**src/assert_macros.svh**
```systemverilog
// assertion macros shared by the flash sector mapper modules
`ifndef ASSERT_MACROS_SVH
`define ASSERT_MACROS_SVH

// property checked on every rising edge, off while reset is low
`define FSMAP_ASSERT(label, clk, rst_n, prop) \
    label: assert property (@(posedge clk) disable iff (!rst_n) prop) \
        else $error("fsmap property violated");

// condition that must never be seen on a rising edge outside reset
`define FSMAP_NEVER(label, clk, rst_n, expr) \
    label: assert property (@(posedge clk) disable iff (!rst_n) !(expr)) \
        else $error("fsmap forbidden condition seen");

`endif

```
**src/fsmap_pkg.sv**
```systemverilog
// types, constants and register map of the flash sector mapper
`timescale 1ns / 1ps
`default_nettype none

package fsmap_pkg;

    // region table
    localparam int REGION_REGS  = 4;
    localparam int REGIONS      = 4;
    localparam int LIVE_REGIONS = (REGIONS < REGION_REGS) ? REGIONS : REGION_REGS;
    localparam int REG_IDX_W    = $clog2(REGION_REGS);
    localparam logic [REG_IDX_W-1:0] LAST_REGION = REG_IDX_W'(LIVE_REGIONS - 1);

    // field widths
    localparam int CNT_W    = 8;
    localparam int SIZE_W   = 16;
    localparam int REGION_W = CNT_W + SIZE_W;
    localparam int ADDR_W   = 32;
    localparam int ANS_W    = 32;
    localparam int OP_W     = 2;
    localparam int FIRST_W  = 8;
    localparam int SCALE_W  = 5;

    // datapath widths
    localparam int KB_SHIFT  = 10;
    localparam int KB_W      = ADDR_W - KB_SHIFT;
    localparam int RK_W      = KB_W + 1;
    localparam int SPAN_W    = CNT_W + SIZE_W;
    localparam int QUO_W     = CNT_W;
    localparam int DIV_STEPS = QUO_W;
    localparam int STEP_W    = $clog2(DIV_STEPS);
    localparam int IDX_W     = CNT_W + $clog2(LIVE_REGIONS + 2);
    localparam int SCALED_W  = IDX_W + SCALE_W;

    // stream payload layout
    localparam int S_TDATA_W = 72;
    localparam int M_TDATA_W = 32;

    // configuration port
    localparam int PADDR_W = 5;
    localparam int PDATA_W = 32;
    localparam int RIDX_W  = PADDR_W - 2;
    localparam logic [RIDX_W-1:0] REG_BASE  = 3'd4;
    localparam logic [RIDX_W-1:0] REG_FIRST = 3'd5;
    localparam logic [RIDX_W-1:0] REG_SCALE = 3'd6;

    // reset values: 4 x 16 KB, 1 x 64 KB, 7 x 128 KB, terminator
    localparam logic [REGION_REGS-1:0][REGION_W-1:0] REGION_RESET =
        {24'd0, 24'd32775, 24'd16385, 24'd4100};
    localparam logic [ADDR_W-1:0]  BASE_RESET  = 32'h0800_0000;
    localparam logic [FIRST_W-1:0] FIRST_RESET = 8'd0;
    localparam logic [SCALE_W-1:0] SCALE_RESET = 5'd1;

    // query codes
    typedef enum logic [OP_W-1:0] {
        OP_ADDR  = 2'd0,
        OP_SIZE  = 2'd1,
        OP_START = 2'd2,
        OP_END   = 2'd3
    } op_t;

    typedef struct packed {
        logic [REGION_REGS-1:0][REGION_W-1:0] region;
        logic [ADDR_W-1:0]                    base;
        logic [FIRST_W-1:0]                   first_index;
        logic [SCALE_W-1:0]                   scale;
    } cfg_t;

    // controller to datapath
    typedef struct packed {
        logic start;
        logic walk;
        logic div_step;
        logic load_out;
    } cmd_t;

    // datapath to controller
    typedef struct packed {
        logic walk_stop;
        logic walk_div;
        logic out_free;
    } status_t;

endpackage

`default_nettype wire

```
**src/fsmap_regs.sv**
```systemverilog
// configuration register file with its register-bus port
`timescale 1ns / 1ps
`default_nettype none

module fsmap_regs
    import fsmap_pkg::*;
(
    input  wire                clk,
    input  wire                rst_n,
    input  wire                psel,
    input  wire                penable,
    input  wire                pwrite,
    input  wire  [PADDR_W-1:0] paddr,
    input  wire  [PDATA_W-1:0] pwdata,
    output logic [PDATA_W-1:0] prdata,
    output logic               pready,
    output cfg_t               cfg
);

    cfg_t              cfg_reg;
    cfg_t              cfg_next;
    logic              wr_en;
    logic [RIDX_W-1:0] reg_idx;

    assign pready  = 1'b1;
    assign wr_en   = psel && penable && pwrite && pready;
    assign reg_idx = paddr[PADDR_W-1:2];
    assign cfg     = cfg_reg;

    // register write decode
    always_comb
    begin
        cfg_next = cfg_reg;
        if (wr_en)
        begin
            priority if (reg_idx < RIDX_W'(REGION_REGS))
                cfg_next.region[reg_idx[REG_IDX_W-1:0]] = pwdata[REGION_W-1:0];
            else if (reg_idx == REG_BASE)
                cfg_next.base = pwdata[ADDR_W-1:0];
            else if (reg_idx == REG_FIRST)
                cfg_next.first_index = pwdata[FIRST_W-1:0];
            else if (reg_idx == REG_SCALE)
                cfg_next.scale = pwdata[SCALE_W-1:0];
            else
                cfg_next = cfg_reg;
        end
    end

    // read mux
    always_comb
    begin
        priority if (reg_idx < RIDX_W'(REGION_REGS))
            prdata = PDATA_W'(cfg_reg.region[reg_idx[REG_IDX_W-1:0]]);
        else if (reg_idx == REG_BASE)
            prdata = PDATA_W'(cfg_reg.base);
        else if (reg_idx == REG_FIRST)
            prdata = PDATA_W'(cfg_reg.first_index);
        else if (reg_idx == REG_SCALE)
            prdata = PDATA_W'(cfg_reg.scale);
        else
            prdata = '0;
    end

    always_ff @(posedge clk or negedge rst_n)
    begin
        if (!rst_n)
        begin
            cfg_reg.region      <= REGION_RESET;
            cfg_reg.base        <= BASE_RESET;
            cfg_reg.first_index <= FIRST_RESET;
            cfg_reg.scale       <= SCALE_RESET;
        end
        else
        begin
            cfg_reg <= cfg_next;
        end
    end

endmodule

`default_nettype wire

```
**src/fsmap_ctrl.sv**
```systemverilog
// query sequencer: accept, region walk, shared divide, result hand-off
`timescale 1ns / 1ps
`default_nettype none
`include "assert_macros.svh"

module fsmap_ctrl
    import fsmap_pkg::*;
(
    input  wire          clk,
    input  wire          rst_n,
    input  wire          s_tvalid,
    output logic         s_tready,
    input  wire status_t status,
    output cmd_t         cmd
);

    typedef enum logic [3:0] {
        ST_IDLE = 4'b0001,
        ST_WALK = 4'b0010,
        ST_DIV  = 4'b0100,
        ST_FIN  = 4'b1000
    } state_t;

    localparam logic [STEP_W-1:0] LAST_STEP = STEP_W'(DIV_STEPS - 1);

    state_t            state_reg;
    state_t            state_next;
    logic [STEP_W-1:0] step_reg;
    logic [STEP_W-1:0] step_next;
    logic              div_last;

    // commands
    assign s_tready     = (state_reg == ST_IDLE);
    assign cmd.start    = s_tvalid && s_tready;
    assign cmd.walk     = (state_reg == ST_WALK);
    assign cmd.div_step = (state_reg == ST_DIV);
    assign cmd.load_out = (state_reg == ST_FIN) && status.out_free;

    // next state
    always_comb
    begin
        state_next = state_reg;
        unique case (state_reg)
            ST_IDLE:
            begin
                if (cmd.start)
                    state_next = ST_WALK;
            end
            ST_WALK:
            begin
                priority if (status.walk_stop)
                    state_next = ST_FIN;
                else if (status.walk_div)
                    state_next = ST_DIV;
                else
                    state_next = ST_WALK;
            end
            ST_DIV:
            begin
                if (step_reg == LAST_STEP)
                    state_next = ST_FIN;
            end
            ST_FIN:
            begin
                if (status.out_free)
                    state_next = ST_IDLE;
            end
            default:
                state_next = ST_IDLE;
        endcase
    end

    // divide step counter
    always_comb
    begin
        if (state_reg == ST_DIV)
            step_next = step_reg + 1'b1;
        else
            step_next = '0;
    end

    always_ff @(posedge clk or negedge rst_n)
    begin
        if (!rst_n)
        begin
            state_reg <= ST_IDLE;
            step_reg  <= '0;
        end
        else
        begin
            state_reg <= state_next;
            step_reg  <= step_next;
        end
    end

    // last divide step
    assign div_last = (state_reg == ST_DIV) && (step_reg == LAST_STEP);

    // step counter only runs during a divide
    `FSMAP_NEVER(a_step_idle, clk, rst_n, (state_reg != ST_DIV) && (step_reg != '0))

    // a divide always ends in the result state after its last step
    `FSMAP_ASSERT(a_div_to_fin, clk, rst_n, div_last |=> (state_reg == ST_FIN))

endmodule

`default_nettype wire

```
**src/fsmap_dp.sv**
```systemverilog
// region walker, shared restoring divider, result forming and output register
`timescale 1ns / 1ps
`default_nettype none
`include "assert_macros.svh"

module fsmap_dp
    import fsmap_pkg::*;
(
    input  wire                 clk,
    input  wire                 rst_n,
    input  wire cfg_t           cfg,
    input  wire cmd_t           cmd,
    output status_t             status,
    input  wire  [OP_W-1:0]     opcode,
    input  wire  [ADDR_W-1:0]   address,
    input  wire  [CNT_W-1:0]    sector_number,
    input  wire  [ADDR_W-1:0]   byte_size,
    input  wire                 m_tready,
    output logic                out_valid,
    output logic [ANS_W-1:0]    answer,
    output logic                valid_res
);

    // query registers
    op_t                  op_reg,    op_next;
    logic [KB_W-1:0]      kb_reg,    kb_next;
    logic                 lowok_reg, lowok_next;
    logic [CNT_W-1:0]     j_reg,     j_next;
    logic [CNT_W-1:0]     first_reg, first_next;
    logic [RK_W-1:0]      rk_reg,    rk_next;
    logic [IDX_W-1:0]     cnt_reg,   cnt_next;
    logic [KB_W-1:0]      acc_reg,   acc_next;
    logic [REG_IDX_W-1:0] r_reg,     r_next;
    logic                 fail_reg,  fail_next;
    logic [SIZE_W-1:0]    rem_reg,   rem_next;
    logic [QUO_W-1:0]     dq_reg,    dq_next;

    // output word
    logic                 out_valid_reg, out_valid_next;
    logic [ANS_W-1:0]     answer_reg,    answer_next;
    logic                 valid_res_reg, valid_res_next;

    logic [ADDR_W-1:0]    offset;
    logic [CNT_W-1:0]     n;
    logic [SIZE_W-1:0]    sz;
    logic                 kb_walk;
    logic                 in_region;
    logic [CNT_W-1:0]     m;
    logic [CNT_W-1:0]     mul_a;
    logic [SPAN_W-1:0]    prod;
    logic [KB_W-1:0]      rest;
    logic [RK_W-1:0]      rk_less;
    logic [KB_W-1:0]      dividend;
    logic                 kb_hit;
    logic                 end_hit;
    logic                 last;
    logic                 walk_fail;
    logic                 walk_done;
    logic                 walk_div;
    logic [SIZE_W:0]      trial;
    logic [SIZE_W:0]      diff;
    logic                 ge;
    logic [IDX_W-1:0]     idx_sum;
    logic [SCALED_W-1:0]  scaled;
    logic [ANS_W-1:0]     res_ans;
    logic                 res_vr;
    logic                 addr_load;

    assign offset = address - cfg.base;

    // current region and its span
    assign n         = cfg.region[r_reg][CNT_W-1:0];
    assign sz        = cfg.region[r_reg][REGION_W-1:CNT_W];
    assign kb_walk   = (op_reg == OP_ADDR) || (op_reg == OP_START);
    assign in_region = (j_reg < n);
    assign m         = n - j_reg;
    assign mul_a     = kb_walk ? n : m;
    assign prod      = SPAN_W'(mul_a) * SPAN_W'(sz);
    assign rest      = kb_reg - acc_reg;
    assign rk_less   = rk_reg - 1'b1;
    assign dividend  = kb_walk ? rest : rk_less[KB_W-1:0];
    assign kb_hit    = (prod > SPAN_W'(rest));
    assign end_hit   = (prod >= SPAN_W'(rk_reg));
    assign last      = (r_reg == LAST_REGION);

    // outcome of one region step
    always_comb
    begin
        walk_fail = 1'b0;
        walk_done = 1'b0;
        walk_div  = 1'b0;
        priority if ((op_reg == OP_END) && (rk_reg == '0))
            walk_fail = 1'b1;
        else if (n == '0)
            walk_fail = 1'b1;
        else if (kb_walk)
        begin
            if (kb_hit)
                walk_div = 1'b1;
            else
                walk_fail = last;
        end
        else if (in_region)
        begin
            priority if (op_reg == OP_SIZE)
                walk_done = 1'b1;
            else if (end_hit)
                walk_div = 1'b1;
            else
                walk_fail = last;
        end
        else
            walk_fail = last;
    end

    assign status.walk_stop = walk_fail || walk_done;
    assign status.walk_div  = walk_div;
    assign status.out_free  = !out_valid_reg || m_tready;

    // one quotient bit per divide step
    assign trial = {rem_reg, dq_reg[QUO_W-1]};
    assign diff  = trial - {1'b0, sz};
    assign ge    = (trial >= {1'b0, sz});

    // query register updates
    always_comb
    begin
        op_next    = op_reg;
        kb_next    = kb_reg;
        lowok_next = lowok_reg;
        j_next     = j_reg;
        first_next = first_reg;
        rk_next    = rk_reg;
        cnt_next   = cnt_reg;
        acc_next   = acc_reg;
        r_next     = r_reg;
        fail_next  = fail_reg;
        rem_next   = rem_reg;
        dq_next    = dq_reg;
        priority if (cmd.start)
        begin
            op_next    = op_t'(opcode);
            kb_next    = offset[ADDR_W-1:KB_SHIFT];
            lowok_next = (address >= cfg.base) && (offset[KB_SHIFT-1:0] == '0);
            j_next     = sector_number;
            first_next = sector_number;
            rk_next    = RK_W'(byte_size[ADDR_W-1:KB_SHIFT])
                       + RK_W'(|byte_size[KB_SHIFT-1:0]);
            cnt_next   = '0;
            acc_next   = '0;
            r_next     = '0;
            fail_next  = 1'b0;
        end
        else if (cmd.walk)
        begin
            priority if (walk_fail)
                fail_next = 1'b1;
            else if (walk_done)
                rem_next = sz;
            else if (walk_div)
            begin
                rem_next = SIZE_W'(dividend[KB_W-1:QUO_W]);
                dq_next  = dividend[QUO_W-1:0];
            end
            else if (kb_walk)
            begin
                acc_next = acc_reg + KB_W'(prod);
                cnt_next = cnt_reg + IDX_W'(n);
                r_next   = r_reg + 1'b1;
            end
            else if (in_region)
            begin
                rk_next  = rk_reg - RK_W'(prod);
                cnt_next = cnt_reg + IDX_W'(m);
                j_next   = '0;
                r_next   = r_reg + 1'b1;
            end
            else
            begin
                j_next = j_reg - n;
                r_next = r_reg + 1'b1;
            end
        end
        else if (cmd.div_step)
        begin
            rem_next = ge ? diff[SIZE_W-1:0] : trial[SIZE_W-1:0];
            dq_next  = {dq_reg[QUO_W-2:0], ge};
        end
        else
        begin
            op_next = op_reg;
        end
    end

    // result forming
    assign idx_sum = IDX_W'((op_reg == OP_ADDR) ? cfg.first_index : first_reg)
                   + cnt_reg + IDX_W'(dq_reg);
    assign scaled  = SCALED_W'(idx_sum) * SCALED_W'(cfg.scale);

    always_comb
    begin
        unique case (op_reg)
            OP_ADDR:
            begin
                res_ans = fail_reg ? '0 : ANS_W'(scaled);
                res_vr  = !fail_reg;
            end
            OP_SIZE:
            begin
                res_ans = fail_reg ? '0 : ANS_W'(rem_reg);
                res_vr  = !fail_reg;
            end
            OP_START:
            begin
                res_ans = ANS_W'(!fail_reg && lowok_reg && (rem_reg == '0));
                res_vr  = 1'b1;
            end
            OP_END:
            begin
                res_ans = fail_reg ? '0 : ANS_W'(idx_sum);
                res_vr  = !fail_reg;
            end
            default:
            begin
                res_ans = '0;
                res_vr  = 1'b0;
            end
        endcase
    end

    // output word register
    always_comb
    begin
        answer_next    = answer_reg;
        valid_res_next = valid_res_reg;
        out_valid_next = out_valid_reg;
        if (cmd.load_out)
        begin
            answer_next    = res_ans;
            valid_res_next = res_vr;
            out_valid_next = 1'b1;
        end
        else if (m_tready)
            out_valid_next = 1'b0;
    end

    assign out_valid = out_valid_reg;
    assign answer    = answer_reg;
    assign valid_res = valid_res_reg;

    always_ff @(posedge clk or negedge rst_n)
    begin
        if (!rst_n)
            out_valid_reg <= 1'b0;
        else
            out_valid_reg <= out_valid_next;
    end

    always_ff @(posedge clk)
    begin
        op_reg        <= op_next;
        kb_reg        <= kb_next;
        lowok_reg     <= lowok_next;
        j_reg         <= j_next;
        first_reg     <= first_next;
        rk_reg        <= rk_next;
        cnt_reg       <= cnt_next;
        acc_reg       <= acc_next;
        r_reg         <= r_next;
        fail_reg      <= fail_next;
        rem_reg       <= rem_next;
        dq_reg        <= dq_next;
        answer_reg    <= answer_next;
        valid_res_reg <= valid_res_next;
    end

    // result load of a found address
    assign addr_load = cmd.load_out && (op_reg == OP_ADDR) && !fail_reg;

    // the offset walk never passes the queried offset
    `FSMAP_ASSERT(a_acc_le_kb, clk, rst_n, cmd.walk && kb_walk |-> (acc_reg <= kb_reg))

    // a found address leaves a remainder below the sector size
    `FSMAP_ASSERT(a_rem_lt_size, clk, rst_n, addr_load |-> (rem_reg < sz))

endmodule

`default_nettype wire

```
**src/flash_sector_mapper.sv**
```systemverilog
// flash sector mapper top level: config registers, sequencer and datapath
// flow: accepted word, one region per walk cycle (up to 4), then for address, start and end
//   queries a radix-2 divide for an 8-bit quotient, then the result word, held while the output is full
// one query at a time through the region walk and the shared radix-2 divider; a new word is taken
//   as soon as the previous result is registered
// reset: asynchronous, clears the sequencer and output valid, loads register defaults
`timescale 1ns / 1ps
`default_nettype none

module flash_sector_mapper
    import fsmap_pkg::*;
(
    input  wire                  clk,
    input  wire                  rst_n,
    // query words
    input  wire                  s_tvalid,
    output logic                 s_tready,
    input  wire  [S_TDATA_W-1:0] s_tdata,   // address[31:0], sector_number[39:32], byte_size[71:40]
    input  wire  [OP_W-1:0]      s_tuser,   // opcode[1:0]
    // result words
    output logic                 m_tvalid,
    input  wire                  m_tready,
    output logic [M_TDATA_W-1:0] m_tdata,   // answer[31:0]
    output logic                 m_tuser,   // valid_res[0]
    // register port
    input  wire                  psel,
    input  wire                  penable,
    input  wire                  pwrite,
    input  wire  [PADDR_W-1:0]   paddr,
    input  wire  [PDATA_W-1:0]   pwdata,
    output logic [PDATA_W-1:0]   prdata,
    output logic                 pready
);

    cfg_t    cfg;
    cmd_t    cmd;
    status_t status;

    // register file
    fsmap_regs u_regs (
        .clk     (clk),
        .rst_n   (rst_n),
        .psel    (psel),
        .penable (penable),
        .pwrite  (pwrite),
        .paddr   (paddr),
        .pwdata  (pwdata),
        .prdata  (prdata),
        .pready  (pready),
        .cfg     (cfg)
    );

    // sequencer
    fsmap_ctrl u_ctrl (
        .clk      (clk),
        .rst_n    (rst_n),
        .s_tvalid (s_tvalid),
        .s_tready (s_tready),
        .status   (status),
        .cmd      (cmd)
    );

    // datapath
    fsmap_dp u_dp (
        .clk           (clk),
        .rst_n         (rst_n),
        .cfg           (cfg),
        .cmd           (cmd),
        .status        (status),
        .opcode        (s_tuser),
        .address       (s_tdata[31:0]),
        .sector_number (s_tdata[39:32]),
        .byte_size     (s_tdata[71:40]),
        .m_tready      (m_tready),
        .out_valid     (m_tvalid),
        .answer        (m_tdata),
        .valid_res     (m_tuser)
    );

endmodule

`default_nettype wire

```
**config.mk**
```make
export PLATFORM = sky130hd
export DESIGN_NAME = flash_sector_mapper
export DESIGN_NICKNAME = d
export VERILOG_FILES = /design/src/fsmap_pkg.sv /design/src/fsmap_regs.sv /design/src/fsmap_ctrl.sv /design/src/fsmap_dp.sv /design/src/flash_sector_mapper.sv
export VERILOG_INCLUDE_DIRS = /design/src /design/src/src
export SDC_FILE = /design/constraint.sdc
export NUM_CORES = 1
export LEC_CHECK = 0
export BUFFER_PORTS_ARGS = -buffer_cell sky130_fd_sc_hd__buf_2
export CAP_MARGIN = 40
export CORE_MARGIN = 5
export CORE_UTILIZATION = 55
export DETAILED_ROUTE_END_ITERATION = 10
export GPL_TIMING_DRIVEN = 0
export HOLD_SLACK_MARGIN = 0.05
export PLACE_DENSITY = 0.73
export RECOVER_POWER = 50
export SYNTH_ARGS = -nofsm -noshare
export SYNTH_HDL_FRONTEND = slang
export SYNTH_SLANG_ARGS = --single-unit
```
**constraint.sdc**
```tcl
create_clock -name clk -period 25.8 [get_ports clk]
set_input_delay 5.16 -clock clk [delete_from_list [all_inputs] [get_ports clk]]
set_output_delay 5.16 -clock clk [all_outputs]
set_load 0.02 [all_outputs]
```
Word level (Yosys, flattened, before mapping):

Index checks and enable logic that the tools add are counted.
Widths: inputs -> output; s select.

* multiply operators: 2
* mux-type cells: 74
* bitwise operators: 7
* add/sub/neg operators: 15
* order comparisons: 9
* reductions and logical operators: 39
* equality and inequality tests: 23

Operator list (count)
* $mux 23: 7
* $mux 16: 8
* $pmux 32 s4: 1
* $mux 8: 14
* $bmux 24 s2: 2
* $bwmux 96: 1
* $mux 32: 3
* $mux 24: 3
* $demux 24 s2: 1
* $add 11x8->11: 3
* $mux 11: 3
* $ge 32x32->1: 1
* $sub 32x32->32: 1
* $reduce_and 5->1: 5
* $ge 24x23->1: 1
* $gt 24x22->1: 1
* $mul 8x16->24: 1
* $add 22x1->23: 1
* $logic_not 23->1: 1
* $sub 23x23->23: 1
* $add 22x22->22: 1
* $mux 22: 1
* $sub 22x1->22 const B: 1
* $sub 22x22->22: 1
* other kinds (42): 106

* bits in registers: 306

Logic depth before layout (Yosys ltp):

* depth in word-level cells: 17
* gate-level depth with buffers: 45
* gate-level depth less buffers: 41

Hierarchy:

A second synthesis with hierarchy kept.

* cell total of the unflattened synthesis: 3027
* area total of the unflattened synthesis: 28157.0 um2

By module, submodules not included
* fsmap_dp: sequential area each 3898.7 um2, area each 21230.4 um2, times used 1, cells each 2538
* fsmap_regs: sequential area each 3540.9 um2, area each 6541.3 um2, times used 1, cells each 455
* fsmap_ctrl: sequential area each 176.4 um2, area each 385.4 um2, times used 1, cells each 34

Worst setup path after synthesis:

OpenSTA, ideal clock, no wires.

* path kind: input -> output
* start: input port paddr[2]
* end: output port prdata[11]
* arrival time: 6.871 ns
* data required time: 20.640 ns
* cell stages on the path: 5
* slack: 13.769 ns
* path buffers: 2
* path through: clkbuf_1 buf_1 mux4_2 inv_1 o21ai_0

* cells in the longest elaborated chain, start to end: 3

Ends and longest elaborated chain
* from (decl): line flash_sector_mapper.sv:29 `input wire [PADDR_W-1:0] paddr,`
* $bmux 24 s2 or $eq 3x3->1 (tied branches): line fsmap_regs.sv:53, fsmap_regs.sv:54
* $mux 24 (not written as such) or $mux 32 (tied branches): line fsmap_regs.sv:53, fsmap_regs.sv:54
* $mux 32 *: line fsmap_regs.sv:52 `priority if (reg_idx < RIDX_W'(REGION_REGS))`
* to (decl): line flash_sector_mapper.sv:31 `output logic [PDATA_W-1:0] prdata,`

Mark *: on every way between the ends. The rest lies on a longest branch, timed or not. The select of a mux whose other input is x is not followed.

Worst setup path after layout:

* start: input port paddr[3]
* end: output port prdata[23]

The elaborated chain is that of the path after synthesis.

==> key figures <==
STA
  – Fin crit period: 12,880 ps
  – Fin crit share: about half
  – Final Hold Vio Count: 0
  – Slew Limit Fails: between 150 and 200
  – Final Setup Violations: 0
  – Setup TNS: 0 ps
  – Slew of the pin with the lowest slew margin: roughly 4900 ps
  – Clk_skew: just over 30 ps
  – Slew headroom: -225.2%
  – Worst setup margin: roughly 13,000 ps
  – Max Freq: about 78 MHz
  – Hold WS: 461.3 ps
  – RSZ-0062 raised after global routing: no

CTS
  – CTS Root Cell: clkbuf_16
  – Setup Buffers After CTS: 0
  – CTS Buf Count: 36
  – Clock Latency Late Sink: between 500 and 600 ps
  – Worst-path clk slew: approximately 50 ps
  – Post-cts resize count: 0
  – CTS Buffer Depth: 3
  – CTS tree: built
  – H-tree depth: 2
  – Hold buffers post-CTS: 0
  – TritonCTS sink count: 290

Placement
  – Placed cell count: approximately 3,900
  – Dpl ws: between 10,000 and 15,000 ps
  – GP Congestion: approximately 0.98
  – Port Buffers: about 160
  – Post-DP HPWL: approximately 70 mm

Synth
  – Post-synthesis compound-gate area fraction: 14.36%
  – Synth top area cells: dfrtp_1 (12%), ha_1 (12%), edfxtp_1 (11%)
  – Post-synth EDFFs: 105
  – Synth area leader: dfrtp_1
  – Most frequent cells after synthesis: inv_1 (372), ha_1 (263), nand2_1 (262)
  – Cell with the most instances after synthesis: inv_1
  – Post-synthesis mux area share: ~10%
  – Mean Syn Cell Area: 9.098 um^2
  – Ys async rst share: around half
  – Top_reg_cell synth: dfrtp_1
  – Yosys warnings: 0
  – Post-Synth Simple-Gate Area: approximately 14%
  – XOR/XNOR share of the synthesized area: under 10%
  – Post-synthesis instance area: 27,830 um^2
  – Gate Count Post-Synth: just over 3,000
  – #FFs+latches synth: slightly below 300
  – Yosys cell types: a little over 90
  – Yosys top cell area share: between 10% and 20%
  – Main combinational cell family by area after synthesis: adder cells
  – Seq/Total Area, Yosys: approximately 27%
  – Synth Area in Adders: roughly a fifth

Setup path
  – CP Class: in -> out
  – WP data required: between 20,000 and 25,000 ps
  – CP Capture Type: output port
  – Startpoint Class: primary input
  – Worst Path Max Fanout: 10
  – Data arrival, critical path: between 7000 and 8000 ps

Cells and area
  – Layout cells sized above 1: between 10% and 20%
  – Layout Nets: ~3,800
  – P&R area growth vs syn: 11.07%
  – Fillers: between 4,000 and 5,000
  – Max reg flops: about 140
  – Cell Count, Final, Fillers Out: about 4,000

Die
  – Die width: about 230 um
  – I/O pins: approximately 190
  – Std-Cell Rows: slightly above 80
  – Starting Density: 55.59%
  – Die height: ~230 um
  – Area of the die: approximately 55,000 um^2
  – Placeable core area: between 50,000 and 60,000 um^2

Status
  – Failing checks: max-capacitance violations, max-slew violations
  – Outcome: finished, violations left

Global route
  – Largest net degree at the start of global routing: 95
  – GRT overflow: 0
  – GRT Total Usage: around 31%
  – First-pass GRT wire length: around 140 mm
  – Antenna violations before repair: 3
  – Vias in the first global route: 24,260

Routing
  – Via density: between 5 and 6
  – Final wirelength: about 87 mm
  – Residual DRC: 0
  – Total vias in the final route: around 24,000
  – Initial DRT Pass Iterations: 6
  – WL per Instance: between 20 and 25 um
  – 1st-iter DRT viols: around 2,200
  – Post-route ant nets: 0

Hold path
  – Min-Delay Path Class: reg -> reg

Flow run
  – Max_cap viols: 2
==> layout make-up <==
cell class | count | area, um^2 | area share [%]
Buffer | 114 | 544.3 | 1.761
Multi-Input combinational cell | 2296 | 18320 | 59.26
Antenna cell | 1 | 2.502 | 0.008096
Clock inverter | 19 | 172.7 | 0.5586
Timing Repair Buffer | 194 | 1032 | 3.339
Inverter | 374 | 1404 | 4.542
Clock buffer | 47 | 982.2 | 3.177
Tap cell | 672 | 840.8 | 2.720
Sequential cell | 290 | 7616 | 24.64
==> per-stage QoR <==
stage,area [um^2],util (%)
floorplan,27890,-
global placement,29550,59.02
detailed placement,29850,59.62
CTS,31010,61.93
global route,30910,61.73
finish,30910,61.74
==> routing by layer <==
layer	global-route usage (%)	routed length, um	up-vias
li1	-	-	11040
met1	39.80	35550	11750
met5	0	44	-
met2	50.42	40760	989
met4	14.46	4534	6
met3	5.312	6508	225
==> path summary, 6_finish.rpt <==
check                                 endpoint               start  cells after the start  slack [ps]
max                                 prdata[23]            paddr[3]                      8       12920
min                         u_ctrl.step_reg[0]  u_ctrl.step_reg[0]                      1         460
max reg2reg                     u_dp.rk_reg[0]       u_dp.r_reg[1]                     44       13540
min reg2reg                 u_ctrl.step_reg[0]  u_ctrl.step_reg[0]                      1         460
max in group asynchronous        u_regs.cfg[1]               rst_n                      2       14060
min in group asynchronous  u_ctrl.state_reg[2]               rst_n                      1        5740
==> layout by cell type (no fill, tap or decap), drive strengths merged, types with 17 or more instances in the layout <==
cell	instances
o21bai	29
mux2	123
dfrtp	138
and3	34
nand4	22
xor2	66
o21a	25
nor4	17
xnor2	110
conb	17
o21ai	177
ha	263
nand3	48
nor3	40
nor2	257
nand2	262
fa	128
a21oi	189
buf	190
o211ai	17
mux2i	71
clkbuf	164
and2	28
edfxtp	105
nor2b	37
nand2b	47
mux4	35
dfxtp	36
a211oi	26
a21o	62
inv	377
==> logic make-up after synthesis <==
logic type,after synthesis
xor+xnor,176
fa+ha+maj,391
flops,290
mux,229
simple gates,847
compound gates,636
other cells,2
buf+inv,488
==> critical path: stages <==
cell and delay, ps:
clkbuf_1 200, nor2_1 770, and2_1 220, clkbuf_1 350, clkbuf_1 450, nand2_1 140, o21ai_0 180, buf_2 240
Power is not shown: default switching activity piles up to over one toggle a cycle in this logic, so the estimate is an artifact.
